--- config.mk ---
export PLATFORM = sky130hd
export DESIGN_NAME = sequential_list_engine
export DESIGN_NICKNAME = d
export VERILOG_FILES = /design/src/rtl/sle_pkg.sv /design/src/rtl/sequential_list_engine.sv /design/src/rtl/sle_ram.sv /design/src/rtl/sle_ctrl.sv /design/src/rtl/sle_dpath.sv
export SDC_FILE = /design/constraint.sdc
export NUM_CORES = 2
export LEC_CHECK = 0
export ABC_AREA = 1
export BUFFER_PORTS_ARGS = -buffer_cell sky130_fd_sc_hd__buf_4
export CAP_MARGIN = 10
export CORE_MARGIN = 2
export CORE_UTILIZATION = 40
export DETAILED_ROUTE_END_ITERATION = 8
export GPL_TIMING_DRIVEN = 0
export PLACE_DENSITY = 0.64
export REMOVE_ABC_BUFFERS = 1
export SLEW_MARGIN = 15
export SYNTH_ARGS = -nofsm -noshare
export SYNTH_HDL_FRONTEND = slang
export SYNTH_SLANG_ARGS = --single-unit
export TNS_END_PERCENT = 1
--- constraint.sdc ---
create_clock -name i_clk -period 10.25 [get_ports i_clk]
set_input_delay 0.5125 -clock i_clk [delete_from_list [all_inputs] [get_ports i_clk]]
set_output_delay 0.5125 -clock i_clk [all_outputs]
set_load 0.1 [all_outputs]
--- src/rtl/sle_pkg.sv ---
`default_nettype none
// ----------------------------------------------------------------------------
// sle_pkg: shared types and constants for the sequential list engine
// Command and status codes, field widths, and the control and status structs
// that pass between the controller and the datapath.
// ----------------------------------------------------------------------------
package sle_pkg;

    localparam int VAL_W  = 32;
    localparam int POS_W  = 6;
    localparam int CMD_W  = 3;
    localparam int STAT_W = 2;

    typedef enum logic [CMD_W-1:0] {
        CMD_INSERT = 3'd0,
        CMD_DELETE = 3'd1,
        CMD_GET    = 3'd2,
        CMD_LOCATE = 3'd3,
        CMD_CLEAR  = 3'd4
    } t_cmd;

    typedef enum logic [STAT_W-1:0] {
        ST_OK       = 2'd0,
        ST_INDEX    = 2'd1,
        ST_OVERFLOW = 2'd2,
        ST_NOTFOUND = 2'd3
    } t_status;

    // Address sources for the element store.
    typedef enum logic [1:0] {
        ASEL_POS_M1 = 2'd0,
        ASEL_IDX    = 2'd1,
        ASEL_IDX_M1 = 2'd2
    } t_asel;

    // Start values for the walking index.
    typedef enum logic [1:0] {
        ISEL_COUNT = 2'd0,
        ISEL_POS   = 2'd1,
        ISEL_ZERO  = 2'd2
    } t_isel;

    typedef struct packed {
        logic    load;
        logic    rd_en;
        t_asel   rd_sel;
        logic    wr_en;
        t_asel   wr_sel;
        logic    wr_from_in;
        logic    idx_load;
        t_isel   idx_sel;
        logic    idx_inc;
        logic    idx_dec;
        logic    take_vout;
        logic    take_found;
        logic    cnt_inc;
        logic    cnt_dec;
        logic    cnt_clr;
        logic    stat_en;
        t_status stat_code;
    } t_dp_ctl;

    typedef struct packed {
        logic [CMD_W-1:0] cmd;
        logic             ins_bad;
        logic             rd_bad;
        logic             full;
        logic             idx_ge_pos;
        logic             idx_lt_cnt;
        logic             match;
    } t_dp_sts;

endpackage
`default_nettype wire

--- src/rtl/sequential_list_engine.sv ---
`default_nettype none
// ----------------------------------------------------------------------------
// sequential_list_engine: ordered list with insert, delete, get, locate, clear
// Top level joining the command sequencer and the list datapath.
// ----------------------------------------------------------------------------
// Usage:
// An item is accepted at a rising edge where start is high and busy is low;
// it carries i_cmd, i_position and i_value_in. busy stays high until the
// result has been shown. The result appears on the o_ ports for exactly one
// cycle with o_valid high; the receiver cannot stall it, so it must take it
// in that cycle. The next item can be accepted in the cycle after o_valid.
// Insert moves the elements at and after the position up one entry at a time,
// delete moves the elements after the position down; each moved entry is read
// and then written back through the element memory. Locate compares the stored
// elements in order from the first and stops at the first match or at the end
// of the list.
// Reset (i_rst_n low at a clock edge) returns the sequencer to idle and
// empties the list; the element memory itself is not cleared.
// ----------------------------------------------------------------------------
module sequential_list_engine import sle_pkg::*; #(
    parameter int CAPACITY   = 32,
    parameter int DATA_WIDTH = 32
) (
    input  wire logic             i_clk,
    input  wire logic             i_rst_n,
    input  wire logic             start,
    output logic                  busy,
    input  wire logic [CMD_W-1:0] i_cmd,
    input  wire logic [POS_W-1:0] i_position,
    input  wire logic [VAL_W-1:0] i_value_in,
    output logic                  o_valid,
    output logic [STAT_W-1:0]     o_status,
    output logic [VAL_W-1:0]      o_value_out,
    output logic [POS_W-1:0]      o_found_position,
    output logic [POS_W-1:0]      o_list_length,
    output logic                  o_is_empty
);

    t_dp_ctl ctl;
    t_dp_sts sts;

    sle_ctrl u_ctrl (
        .i_clk   (i_clk),
        .i_rst_n (i_rst_n),
        .i_start (start),
        .i_sts   (sts),
        .o_ctl   (ctl),
        .o_busy  (busy),
        .o_valid (o_valid)
    );

    sle_dpath #(
        .CAPACITY   (CAPACITY),
        .DATA_WIDTH (DATA_WIDTH)
    ) u_dpath (
        .i_clk            (i_clk),
        .i_rst_n          (i_rst_n),
        .i_ctl            (ctl),
        .i_cmd            (i_cmd),
        .i_position       (i_position),
        .i_value_in       (i_value_in),
        .o_sts            (sts),
        .o_status         (o_status),
        .o_value_out      (o_value_out),
        .o_found_position (o_found_position),
        .o_list_length    (o_list_length),
        .o_is_empty       (o_is_empty)
    );

endmodule
`default_nettype wire

--- src/rtl/sle_ram.sv ---
`default_nettype none
// ----------------------------------------------------------------------------
// sle_ram: generic single-write, single-read memory
// One write port and one read port; the read data is registered.
// ----------------------------------------------------------------------------
module sle_ram #(
    parameter int WIDTH = 32,
    parameter int DEPTH = 32,
    parameter int AW    = (DEPTH > 1) ? $clog2(DEPTH) : 1
) (
    input  wire logic             i_clk,
    input  wire logic             i_wr_en,
    input  wire logic [AW-1:0]    i_wr_addr,
    input  wire logic [WIDTH-1:0] i_wr_data,
    input  wire logic             i_rd_en,
    input  wire logic [AW-1:0]    i_rd_addr,
    output logic      [WIDTH-1:0] o_rd_data
);

    logic [WIDTH-1:0] r_mem [DEPTH];

    always_ff @(posedge i_clk) begin
        if (i_wr_en) begin
            r_mem[i_wr_addr] <= i_wr_data;
        end
        if (i_rd_en) begin
            o_rd_data <= r_mem[i_rd_addr];
        end
    end

endmodule
`default_nettype wire

--- src/rtl/sle_ctrl.sv ---
`default_nettype none
// ----------------------------------------------------------------------------
// sle_ctrl: command sequencer of the sequential list engine
// Checks each command, then walks the element store one entry per step to
// shift, fetch or search, and raises the result strobe for one cycle.
// ----------------------------------------------------------------------------
module sle_ctrl import sle_pkg::*; (
    input  wire logic    i_clk,
    input  wire logic    i_rst_n,
    input  wire logic    i_start,
    input  wire t_dp_sts i_sts,
    output t_dp_ctl      o_ctl,
    output logic         o_busy,
    output logic         o_valid
);

    typedef enum logic [10:0] {
        S_IDLE     = 11'b000_0000_0001,
        S_CHECK    = 11'b000_0000_0010,
        S_FETCH    = 11'b000_0000_0100,
        S_TAKE     = 11'b000_0000_1000,
        S_MOVE_CHK = 11'b000_0001_0000,
        S_MOVE_RD  = 11'b000_0010_0000,
        S_MOVE_WR  = 11'b000_0100_0000,
        S_PUT      = 11'b000_1000_0000,
        S_SCAN_RD  = 11'b001_0000_0000,
        S_SCAN_CMP = 11'b010_0000_0000,
        S_DONE     = 11'b100_0000_0000
    } t_state;

    t_state r_state;
    t_state n_state;
    logic   is_ins;

    assign is_ins  = (i_sts.cmd == CMD_INSERT);
    assign o_busy  = (r_state != S_IDLE);
    assign o_valid = (r_state == S_DONE);

    always_comb begin
        n_state          = r_state;
        o_ctl.load       = 1'b0;
        o_ctl.rd_en      = 1'b0;
        o_ctl.rd_sel     = ASEL_IDX;
        o_ctl.wr_en      = 1'b0;
        o_ctl.wr_sel     = ASEL_IDX;
        o_ctl.wr_from_in = 1'b0;
        o_ctl.idx_load   = 1'b0;
        o_ctl.idx_sel    = ISEL_ZERO;
        o_ctl.idx_inc    = 1'b0;
        o_ctl.idx_dec    = 1'b0;
        o_ctl.take_vout  = 1'b0;
        o_ctl.take_found = 1'b0;
        o_ctl.cnt_inc    = 1'b0;
        o_ctl.cnt_dec    = 1'b0;
        o_ctl.cnt_clr    = 1'b0;
        o_ctl.stat_en    = 1'b0;
        o_ctl.stat_code  = ST_OK;
        case (r_state)
            S_IDLE: begin
                if (i_start) begin
                    o_ctl.load = 1'b1;
                    n_state    = S_CHECK;
                end
            end
            S_CHECK: begin
                case (i_sts.cmd)
                    CMD_INSERT: begin
                        if (i_sts.ins_bad) begin
                            o_ctl.stat_en   = 1'b1;
                            o_ctl.stat_code = ST_INDEX;
                            n_state         = S_DONE;
                        end else if (i_sts.full) begin
                            o_ctl.stat_en   = 1'b1;
                            o_ctl.stat_code = ST_OVERFLOW;
                            n_state         = S_DONE;
                        end else begin
                            o_ctl.idx_load = 1'b1;
                            o_ctl.idx_sel  = ISEL_COUNT;
                            n_state        = S_MOVE_CHK;
                        end
                    end
                    CMD_DELETE, CMD_GET: begin
                        if (i_sts.rd_bad) begin
                            o_ctl.stat_en   = 1'b1;
                            o_ctl.stat_code = ST_INDEX;
                            n_state         = S_DONE;
                        end else begin
                            n_state = S_FETCH;
                        end
                    end
                    CMD_LOCATE: begin
                        o_ctl.idx_load = 1'b1;
                        o_ctl.idx_sel  = ISEL_ZERO;
                        n_state        = S_SCAN_RD;
                    end
                    CMD_CLEAR: begin
                        o_ctl.cnt_clr = 1'b1;
                        n_state       = S_DONE;
                    end
                    default: begin
                        n_state = S_DONE;
                    end
                endcase
            end
            S_FETCH: begin
                o_ctl.rd_en  = 1'b1;
                o_ctl.rd_sel = ASEL_POS_M1;
                n_state      = S_TAKE;
            end
            S_TAKE: begin
                o_ctl.take_vout = 1'b1;
                o_ctl.idx_load  = 1'b1;
                o_ctl.idx_sel   = ISEL_POS;
                n_state         = (i_sts.cmd == CMD_DELETE) ? S_MOVE_CHK : S_DONE;
            end
            S_MOVE_CHK: begin
                // Insert walks down from the end, delete walks up towards it.
                if (is_ins ? i_sts.idx_ge_pos : i_sts.idx_lt_cnt) begin
                    n_state = S_MOVE_RD;
                end else if (is_ins) begin
                    n_state = S_PUT;
                end else begin
                    o_ctl.cnt_dec = 1'b1;
                    n_state       = S_DONE;
                end
            end
            S_MOVE_RD: begin
                o_ctl.rd_en  = 1'b1;
                o_ctl.rd_sel = is_ins ? ASEL_IDX_M1 : ASEL_IDX;
                n_state      = S_MOVE_WR;
            end
            S_MOVE_WR: begin
                o_ctl.wr_en   = 1'b1;
                o_ctl.wr_sel  = is_ins ? ASEL_IDX : ASEL_IDX_M1;
                o_ctl.idx_dec = is_ins;
                o_ctl.idx_inc = !is_ins;
                n_state       = S_MOVE_CHK;
            end
            S_PUT: begin
                o_ctl.wr_en      = 1'b1;
                o_ctl.wr_sel     = ASEL_POS_M1;
                o_ctl.wr_from_in = 1'b1;
                o_ctl.cnt_inc    = 1'b1;
                n_state          = S_DONE;
            end
            S_SCAN_RD: begin
                if (i_sts.idx_lt_cnt) begin
                    o_ctl.rd_en  = 1'b1;
                    o_ctl.rd_sel = ASEL_IDX;
                    n_state      = S_SCAN_CMP;
                end else begin
                    o_ctl.stat_en   = 1'b1;
                    o_ctl.stat_code = ST_NOTFOUND;
                    n_state         = S_DONE;
                end
            end
            S_SCAN_CMP: begin
                if (i_sts.match) begin
                    o_ctl.take_found = 1'b1;
                    n_state          = S_DONE;
                end else begin
                    o_ctl.idx_inc = 1'b1;
                    n_state       = S_SCAN_RD;
                end
            end
            S_DONE: begin
                n_state = S_IDLE;
            end
            default: begin
                n_state = S_IDLE;
            end
        endcase
    end

    always_ff @(posedge i_clk) begin
        if (!i_rst_n) begin
            r_state <= S_IDLE;
        end else begin
            r_state <= n_state;
        end
    end

endmodule
`default_nettype wire

--- src/rtl/sle_dpath.sv ---
`default_nettype none
// ----------------------------------------------------------------------------
// sle_dpath: datapath of the sequential list engine
// Holds the command, the element store, the list length, the walking index
// and the result registers, and reports range checks and compares.
// ----------------------------------------------------------------------------
module sle_dpath import sle_pkg::*; #(
    parameter int CAPACITY   = 32,
    parameter int DATA_WIDTH = 32
) (
    input  wire logic             i_clk,
    input  wire logic             i_rst_n,
    input  wire t_dp_ctl          i_ctl,
    input  wire logic [CMD_W-1:0] i_cmd,
    input  wire logic [POS_W-1:0] i_position,
    input  wire logic [VAL_W-1:0] i_value_in,
    output t_dp_sts               o_sts,
    output logic [STAT_W-1:0]     o_status,
    output logic [VAL_W-1:0]      o_value_out,
    output logic [POS_W-1:0]      o_found_position,
    output logic [POS_W-1:0]      o_list_length,
    output logic                  o_is_empty
);

    localparam int CW = $clog2(CAPACITY + 1);
    localparam int AW = (CAPACITY > 1) ? $clog2(CAPACITY) : 1;
    localparam int WW = ((CW > POS_W) ? CW : POS_W) + 1;

    logic [CMD_W-1:0]      r_cmd;
    logic [WW-1:0]         r_pos;
    logic [DATA_WIDTH-1:0] r_val;
    logic [CW-1:0]         r_idx,   n_idx;
    logic [CW-1:0]         r_count, n_count;
    t_status               r_status, n_status;
    logic [DATA_WIDTH-1:0] r_vout,  n_vout;
    logic [POS_W-1:0]      r_found, n_found;

    logic [CW-1:0]         idx_m1;
    logic [CW-1:0]         idx_p1;
    logic [WW-1:0]         pos_m1;
    logic [WW-1:0]         cnt_w;
    logic [WW-1:0]         idx_w;
    logic [AW-1:0]         rd_addr;
    logic [AW-1:0]         wr_addr;
    logic [DATA_WIDTH-1:0] wr_data;
    logic [DATA_WIDTH-1:0] rd_data;

    assign idx_m1 = r_idx - CW'(1);
    assign idx_p1 = r_idx + CW'(1);
    assign pos_m1 = r_pos - WW'(1);
    assign cnt_w  = WW'(r_count);
    assign idx_w  = WW'(r_idx);

    always_comb begin
        case (i_ctl.rd_sel)
            ASEL_POS_M1: rd_addr = pos_m1[AW-1:0];
            ASEL_IDX_M1: rd_addr = idx_m1[AW-1:0];
            default:     rd_addr = r_idx[AW-1:0];
        endcase
        case (i_ctl.wr_sel)
            ASEL_POS_M1: wr_addr = pos_m1[AW-1:0];
            ASEL_IDX_M1: wr_addr = idx_m1[AW-1:0];
            default:     wr_addr = r_idx[AW-1:0];
        endcase
    end

    assign wr_data = i_ctl.wr_from_in ? r_val : rd_data;

    sle_ram #(
        .WIDTH (DATA_WIDTH),
        .DEPTH (CAPACITY),
        .AW    (AW)
    ) u_ram (
        .i_clk     (i_clk),
        .i_wr_en   (i_ctl.wr_en),
        .i_wr_addr (wr_addr),
        .i_wr_data (wr_data),
        .i_rd_en   (i_ctl.rd_en),
        .i_rd_addr (rd_addr),
        .o_rd_data (rd_data)
    );

    assign o_sts.cmd        = r_cmd;
    assign o_sts.ins_bad    = (r_pos == '0) || (r_pos > cnt_w + WW'(1));
    assign o_sts.rd_bad     = (r_pos == '0) || (r_pos > cnt_w);
    assign o_sts.full       = (r_count == CW'(CAPACITY));
    assign o_sts.idx_ge_pos = (idx_w >= r_pos);
    assign o_sts.idx_lt_cnt = (r_idx < r_count);
    assign o_sts.match      = (rd_data == r_val);

    always_comb begin
        n_idx = r_idx;
        if (i_ctl.idx_load) begin
            case (i_ctl.idx_sel)
                ISEL_COUNT: n_idx = r_count;
                ISEL_POS:   n_idx = CW'(r_pos);
                default:    n_idx = '0;
            endcase
        end else if (i_ctl.idx_inc) begin
            n_idx = idx_p1;
        end else if (i_ctl.idx_dec) begin
            n_idx = idx_m1;
        end

        n_count = r_count;
        if (i_ctl.cnt_clr) begin
            n_count = '0;
        end else if (i_ctl.cnt_inc) begin
            n_count = r_count + CW'(1);
        end else if (i_ctl.cnt_dec) begin
            n_count = r_count - CW'(1);
        end

        n_status = r_status;
        n_vout   = r_vout;
        n_found  = r_found;
        if (i_ctl.load) begin
            n_status = ST_OK;
            n_vout   = '0;
            n_found  = '0;
        end else begin
            if (i_ctl.stat_en) begin
                n_status = i_ctl.stat_code;
            end
            if (i_ctl.take_vout) begin
                n_vout = rd_data;
            end
            if (i_ctl.take_found) begin
                n_found = POS_W'(idx_p1);
            end
        end
    end

    always_ff @(posedge i_clk) begin
        if (!i_rst_n) begin
            r_count <= '0;
        end else begin
            r_count <= n_count;
        end
    end

    always_ff @(posedge i_clk) begin
        if (i_ctl.load) begin
            r_cmd <= i_cmd;
            r_pos <= WW'(i_position);
            r_val <= DATA_WIDTH'(i_value_in);
        end
        r_idx    <= n_idx;
        r_status <= n_status;
        r_vout   <= n_vout;
        r_found  <= n_found;
    end

    assign o_status         = r_status;
    assign o_value_out      = VAL_W'(r_vout);
    assign o_found_position = r_found;
    assign o_list_length    = POS_W'(r_count);
    assign o_is_empty       = (r_count == '0);

endmodule
`default_nettype wire
**After elaboration in Yosys (flattened, before gate mapping)**

Memories as Yosys holds them, arrays and structs flattened. A register that Yosys moved wholly into a read port is not among the register bits.
Cells that the tools add are included.
W data, S select, Z words.

- Register bits after elaboration: 104
- Memories: 1
- Memory bits (writable): 1024
- Logic and storage cells: 108

- Bitwise gates (word level): 1
- $add $sub $neg: 6
- Magnitude comparators: 4
- Muxes and demuxes: 52
- Eq/ne operators: 22
- Reductions and logical operators: 13

Memory list:

| name | depth | width | rd ports | clocked after Yosys merged registers in | wr ports | RTL line | text |
|---|---|---|---|---|---|---|---|
| u_dpath.u_ram.r_mem | 32 | 32 | 1 | 1 | 1 | sle_ram.sv:20 | `logic [WIDTH-1:0] r_mem [DEPTH];` |

Operators by type and width:

| operator | number |
|---|---|
| $pmux W11 S10 | 1 |
| $mux W11 | 9 |
| $pmux W11 S3 | 1 |
| $eq A32 B32 Y1 | 1 |
| $mux W32 | 1 |
| $mux W6 | 5 |
| $pmux W3 S2 | 5 |
| $mux W3 | 7 |
| $pmux W5 S2 | 2 |
| $mux W1 | 16 |
| $add A6 B1 Y6 const B | 2 |
| $pmux W6 S2 | 1 |
| $sub A6 B1 Y6 const B | 2 |
| $eq A11 B1 Y1 const B | 1 |
| $eq A11 B10 Y1 const B | 1 |
| $eq A11 B11 Y1 const B | 1 |
| $eq A11 B2 Y1 const B | 1 |
| $eq A11 B3 Y1 const B | 1 |
| $eq A11 B4 Y1 const B | 1 |
| $eq A11 B5 Y1 const B | 1 |
| $eq A11 B6 Y1 const B | 1 |
| $eq A11 B7 Y1 const B | 1 |
| $eq A11 B8 Y1 const B | 1 |
| $eq A11 B9 Y1 const B | 1 |
| 27 further kinds | 34 |

**Longest topological paths before layout**

- Depth after elaboration: 9
- Depth in mapped cells: 17

**Modules after synthesis**

From an unflattened synthesis, not the netlist that was laid out.

- Cell total of the unflattened synthesis: 4348
- Area total of the unflattened synthesis: 48944.4 µm²

By module, submodules not included:

| module | seq. area each (µm²) | cells an instance | times used | area each (µm²) |
|---|---|---|---|---|
| sle_ram | 31710.4 | 3536 | 1 | 42726.0 |
| sle_dpath | 2332.2 | 648 | 1 | 5261.3 |
| sle_ctrl | 220.2 | 164 | 1 | 957.2 |

**Least setup slack after synthesis**

No wires, ideal clock.

- Path kind: flip-flop to output port
- Start point: register u_dpath.r_count[1] (netlist: u_dpath.o_list_length[1])
- End point: output o_is_empty
- Path buffers: 0
- Cell stages (with the launch flop): 5
- Data required time: 9738 ps
- Slack: 6491 ps
- Data arrival time: 3246 ps
- Cell sequence: dfxtp_1 > inv_1 > ha_1 > nand3_1 > nor3_1

- Word-level cells in the longest chain between the ends: 1

RTL lines:

| what | RTL line | text |
|---|---|---|
| start, declared | sle_dpath.sv:33 | `logic [CW-1:0] r_count, n_count;` |
| start signal, assigned | sle_dpath.sv:138 | `r_count <= n_count;` |
| $logic_not A6 Y1 | sle_dpath.sv:158 | `assign o_is_empty = (r_count == '0);` |
| end, declared | sequential_list_engine.sv:36 | `output logic o_is_empty` |

Every way passes these cells.

**Final worst setup path**

- Start point: register u_dpath.r_idx[0]
- End point: register u_dpath.u_ram.o_rd_data[10], read port of u_dpath.u_ram.r_mem, data pin

- Elaborated cells between the ends (all ways): 5
- Those cells by class: add/sub (1); order compare (1); mux (3)

RTL lines:

| what | RTL line | text |
|---|---|---|
| start, declared | sle_dpath.sv:32 | `logic [CW-1:0] r_idx, n_idx;` |
| start signal, assigned | sle_dpath.sv:148 | `r_idx <= n_idx;` |
| $sub A6 B1 Y6 | sle_dpath.sv:48 | `assign idx_m1 = r_idx - CW'(1);` |
| named net u_dpath.idx_m1[0] | sle_dpath.sv:38 | `logic [CW-1:0] idx_m1;` |
| $pmux W5 S2 | sle_dpath.sv:55 | `case (i_ctl.rd_sel)` |
| end, declared | sle_ram.sv:17 | `output logic [WIDTH-1:0] o_rd_data` |

The timed path passes the listed nets, and every way through them passes these cells.
A chain may end at the register's enable or synchronous reset.

==> results.tsv <==
stage	metric	value	unit
power_and_ir_drop	Leakage Power	0.02619	µW
placed_design	dpl ws	5736	ps
run_status	status	finished, final reports clean	
clock_network	Post-CTS Hold Buffers	40	
clock_network	CTS tree	yes	
global_route	vias in the first global route	37490	
floorplanning	Starting Density	40.20	%
setup_path	required time worst endpoint	10830	ps
synth	synthesized area per cell	10.06	µm²
routing	First-pass DRT Iterations	8	
clock_network	post-cts sizing count	0	
sta	highest clock rate	216.2	MHz
sta	skew final	29.32	ps
floorplanning	num ports	93	
global_route	maximum number of pins on one net before global-route repair	121	
clock_network	maximum root-to-sink buffer count	3	
job	MaxCap Viol Count	0	
routing	via count	39980	
clock_network	Post-CTS Setup Inserts	0	
placed_design	IO buf count	92	
clock_network	clock latency on the worst-skew pair	740	ps
synth	sequential area share after synthesis	64.11	%
placed_design	dpl hpwl	99.49	mm
routing	Residual DRC	0	
sta	final hold violation count	0	
setup_path	Worst Setup End Kind	flop	
clock_network	clock sink count	1160	
global_route	All-Layer GR Usage	23.51	%
sta	worst hold margin	38.64	ps
synth	Main synth FF type	edfxtp_1	
floorplanning	num rows	134	
floorplanning	Die Y-Extent	369.5	µm
clock_network	H-tree depth	3	
sta	RSZ-0062 raised after global routing	false	
global_route	initial antenna violation count	4	
routing	antenna-violating nets left	0	
placed_design	RePlAce Congestion	0.8226	
floorplanning	Core Region	0.1330	mm²
routing	vias per cell	5.532	
synth	netlist area before placement	0.05345	mm²
clock_network	Root Buffer	clkbuf_16	
clock_network	CTS Buf Count	114	
power_and_ir_drop	maximum VDD drop	0.0001352	V
synth	top cells by count, synth	inv_1 (1,115), edfxtp_1 (1,103), nand3_1 (939)	
global_route	Overflow after GRT	0	
routing	routed wire length	164.2	mm
cells_and_area	layout net count	5438	
routing	Iteration-0 DRC Markers	5123	
cells_and_area	share of cells above drive strength 1	9.033	%
synth	Async SR Flop Fraction	0	%
synth	Post-Syn Instances	5315	
sta	max-slew violations	0	
sta	Setup WS post-layout	5625	ps
cells_and_area	Syn-to-layout area delta	17.56	%
clock_network	CTS clk-pin slew, worst paths	60	ps
global_route	first-pass GRT wire length	240.2	mm
power_and_ir_drop	Final Power	9633	µW
min_path	Hold WC Path Type	in2reg	
floorplanning	Die ar.	0.1366	mm²
synth	Yosys Warn Count	0	
setup_path	Crit Path Class	reg2reg	
setup_path	CP Max Fanout	67	
setup_path	CP Launch Type	flop	
synth	flops & latches, synth	1160	
synth	Synth top area share	61.97	%
sta	Tmin final	4625	ps
sta	final setup violating endpoints	0	
routing	routed len/inst	22.72	µm
sta	Rel. slew slack	25.39	%
power_and_ir_drop	PwrDens	153.3	mW/mm²
sta	Worst-Margin Slew	1118	ps
synth	top post-synthesis cells by area	edfxtp_1 (62%), nand3_1 (8.8%), inv_1 (7.8%)	
synth	Post-synth EDFFs	1103	
sta	setup TNS	0	ps
synth	Synth cell types	43	
floorplanning	Horiz. Die Dim	369.5	µm
synth	largest area contributor in the netlist	edfxtp_1	
synth	count leader, synth	inv_1	
setup_path	CP arrival	5210	ps
sta	period utilization	45.12	%
==> final cells by class <==
| type | count | area [µm²] |
|---|---|---|
| fillers | 11610 | 70130 |
| well taps | 1768 | 2212 |
| clock inverters | 77 | 788.3 |
| flip-flops and latches | 1160 | 34260 |
| multi-input cells | 2687 | 13850 |
| diodes | 1 | 2.502 |
| repair buffers | 276 | 4499 |
| clock buffers | 137 | 2990 |
| inverters | 1121 | 4228 |
==> layer usage <==
layer | vias to the layer above | share of wire, % | track usage, %
met3 | 463 | 9.8 | 3.984
met4 | 4 | 5.0 | 11.73
met2 | 2292 | 47 | 37.70
li1 | 18080 | - | -
met5 | - | 0.013 | 0
met1 | 19140 | 38 | 30.84
==> worst max-delay path: stages (launching register included) <==
cell,delay [ps]
edfxtp_1,690
clkinv_1,520
ha_1,400
xnor2_1,320
o22ai_1,210
a21oi_4,610
buf_12,270
buf_12,210
inv_8,210
buf_16,340
nand3_1,180
nand3_1,130
nand2_1,100
nand2_1,70
nand2_1,120
==> cells by family (layout without fill, tap and decap cells) <==
family / Yosys count / count (layout) / share of synthesized area (%)
AOI/OAI and AO/OA: 83 / 83 / 0.9013
xor gates and xnor gates: 38 / 38 / 0.6227
adders and majority gates: 34 / 34 / 0.8100
buffers and inverters: 1468 / 1611 / 10.75
DFF: 1160 / 1160 / 64.11
other: 0 / 1 / 0
and+or+nand+nor: 2532 / 2532 / 22.81
==> where the power goes <==
group	internal (µW)	leakage (µW)	total, µW	switching [µW]
registers	5130	0.0104	5150	18.4
clock network	2450	0.00185	4270	1820
logic	73.3	0.0140	208	135
total	7660	0.0262	9630	1970
==> per-stage QoR <==
step	area [µm²]	utilization, %	std cells
floorplan	51910	-	4968
global placement	54810	41.23	6828
detailed placement	58650	44.11	6972
CTS	62830	47.25	7226
global route	62830	47.25	7226
finish	62830	47.26	7227
==> final timing paths <==
path / cells after the start / end / from / slack, ps
worst max register to register: 14 / u_dpath.u_ram.o_rd_data[10]$_DFFE_PP_ / u_dpath.r_idx[0]$_DFFE_PP_ / 5630
worst min-delay path: 2 / u_ctrl.r_state[0]$_SDFFE_PN1P_ / i_rst_n / 40
worst max-delay path: 14 / u_dpath.u_ram.o_rd_data[10]$_DFFE_PP_ / u_dpath.r_idx[0]$_DFFE_PP_ / 5630
worst min register to register: 2 / u_dpath.o_value_out[29]$_SDFFE_PP0P_ / u_dpath.o_value_out[29]$_SDFFE_PP0P_ / 500
==> placed cells by master (no fill, tap or decap), types with 6 or more instances in the layout <==
cell type and n:
inv_1 1112, edfxtp_1 1103, nand3_1 938, nand2_1 836, nand4_1 523, clkbuf_16 115
nor2_1 112, buf_4 92, buf_16 82, dfxtp_1 57, buf_12 47, nor3_1 46
dlygate4sd3_1 40, nor2_4 36, ha_1 33, clkinv_1 29, xnor2_1 26, a21oi_1 24
clkinv_2 22, clkbuf_1 19, o21ai_0 17, bufinv_16 15, o21ai_2 13, or2_2 13
xor2_1 12, buf_8 11, a22oi_1 6, inv_6 6
==> sequential cells by signal (all words and copies together), names as in the netlist, 11 cells and up <==
signal and count:
u_ctrl.r_state 11, u_dpath.r_val 32, u_dpath.u_ram.r_mem 1024, u_dpath.u_ram.o_rd_data 32, u_dpath.o_value_out 32
Note: power is estimated with default switching activity, not from simulation.
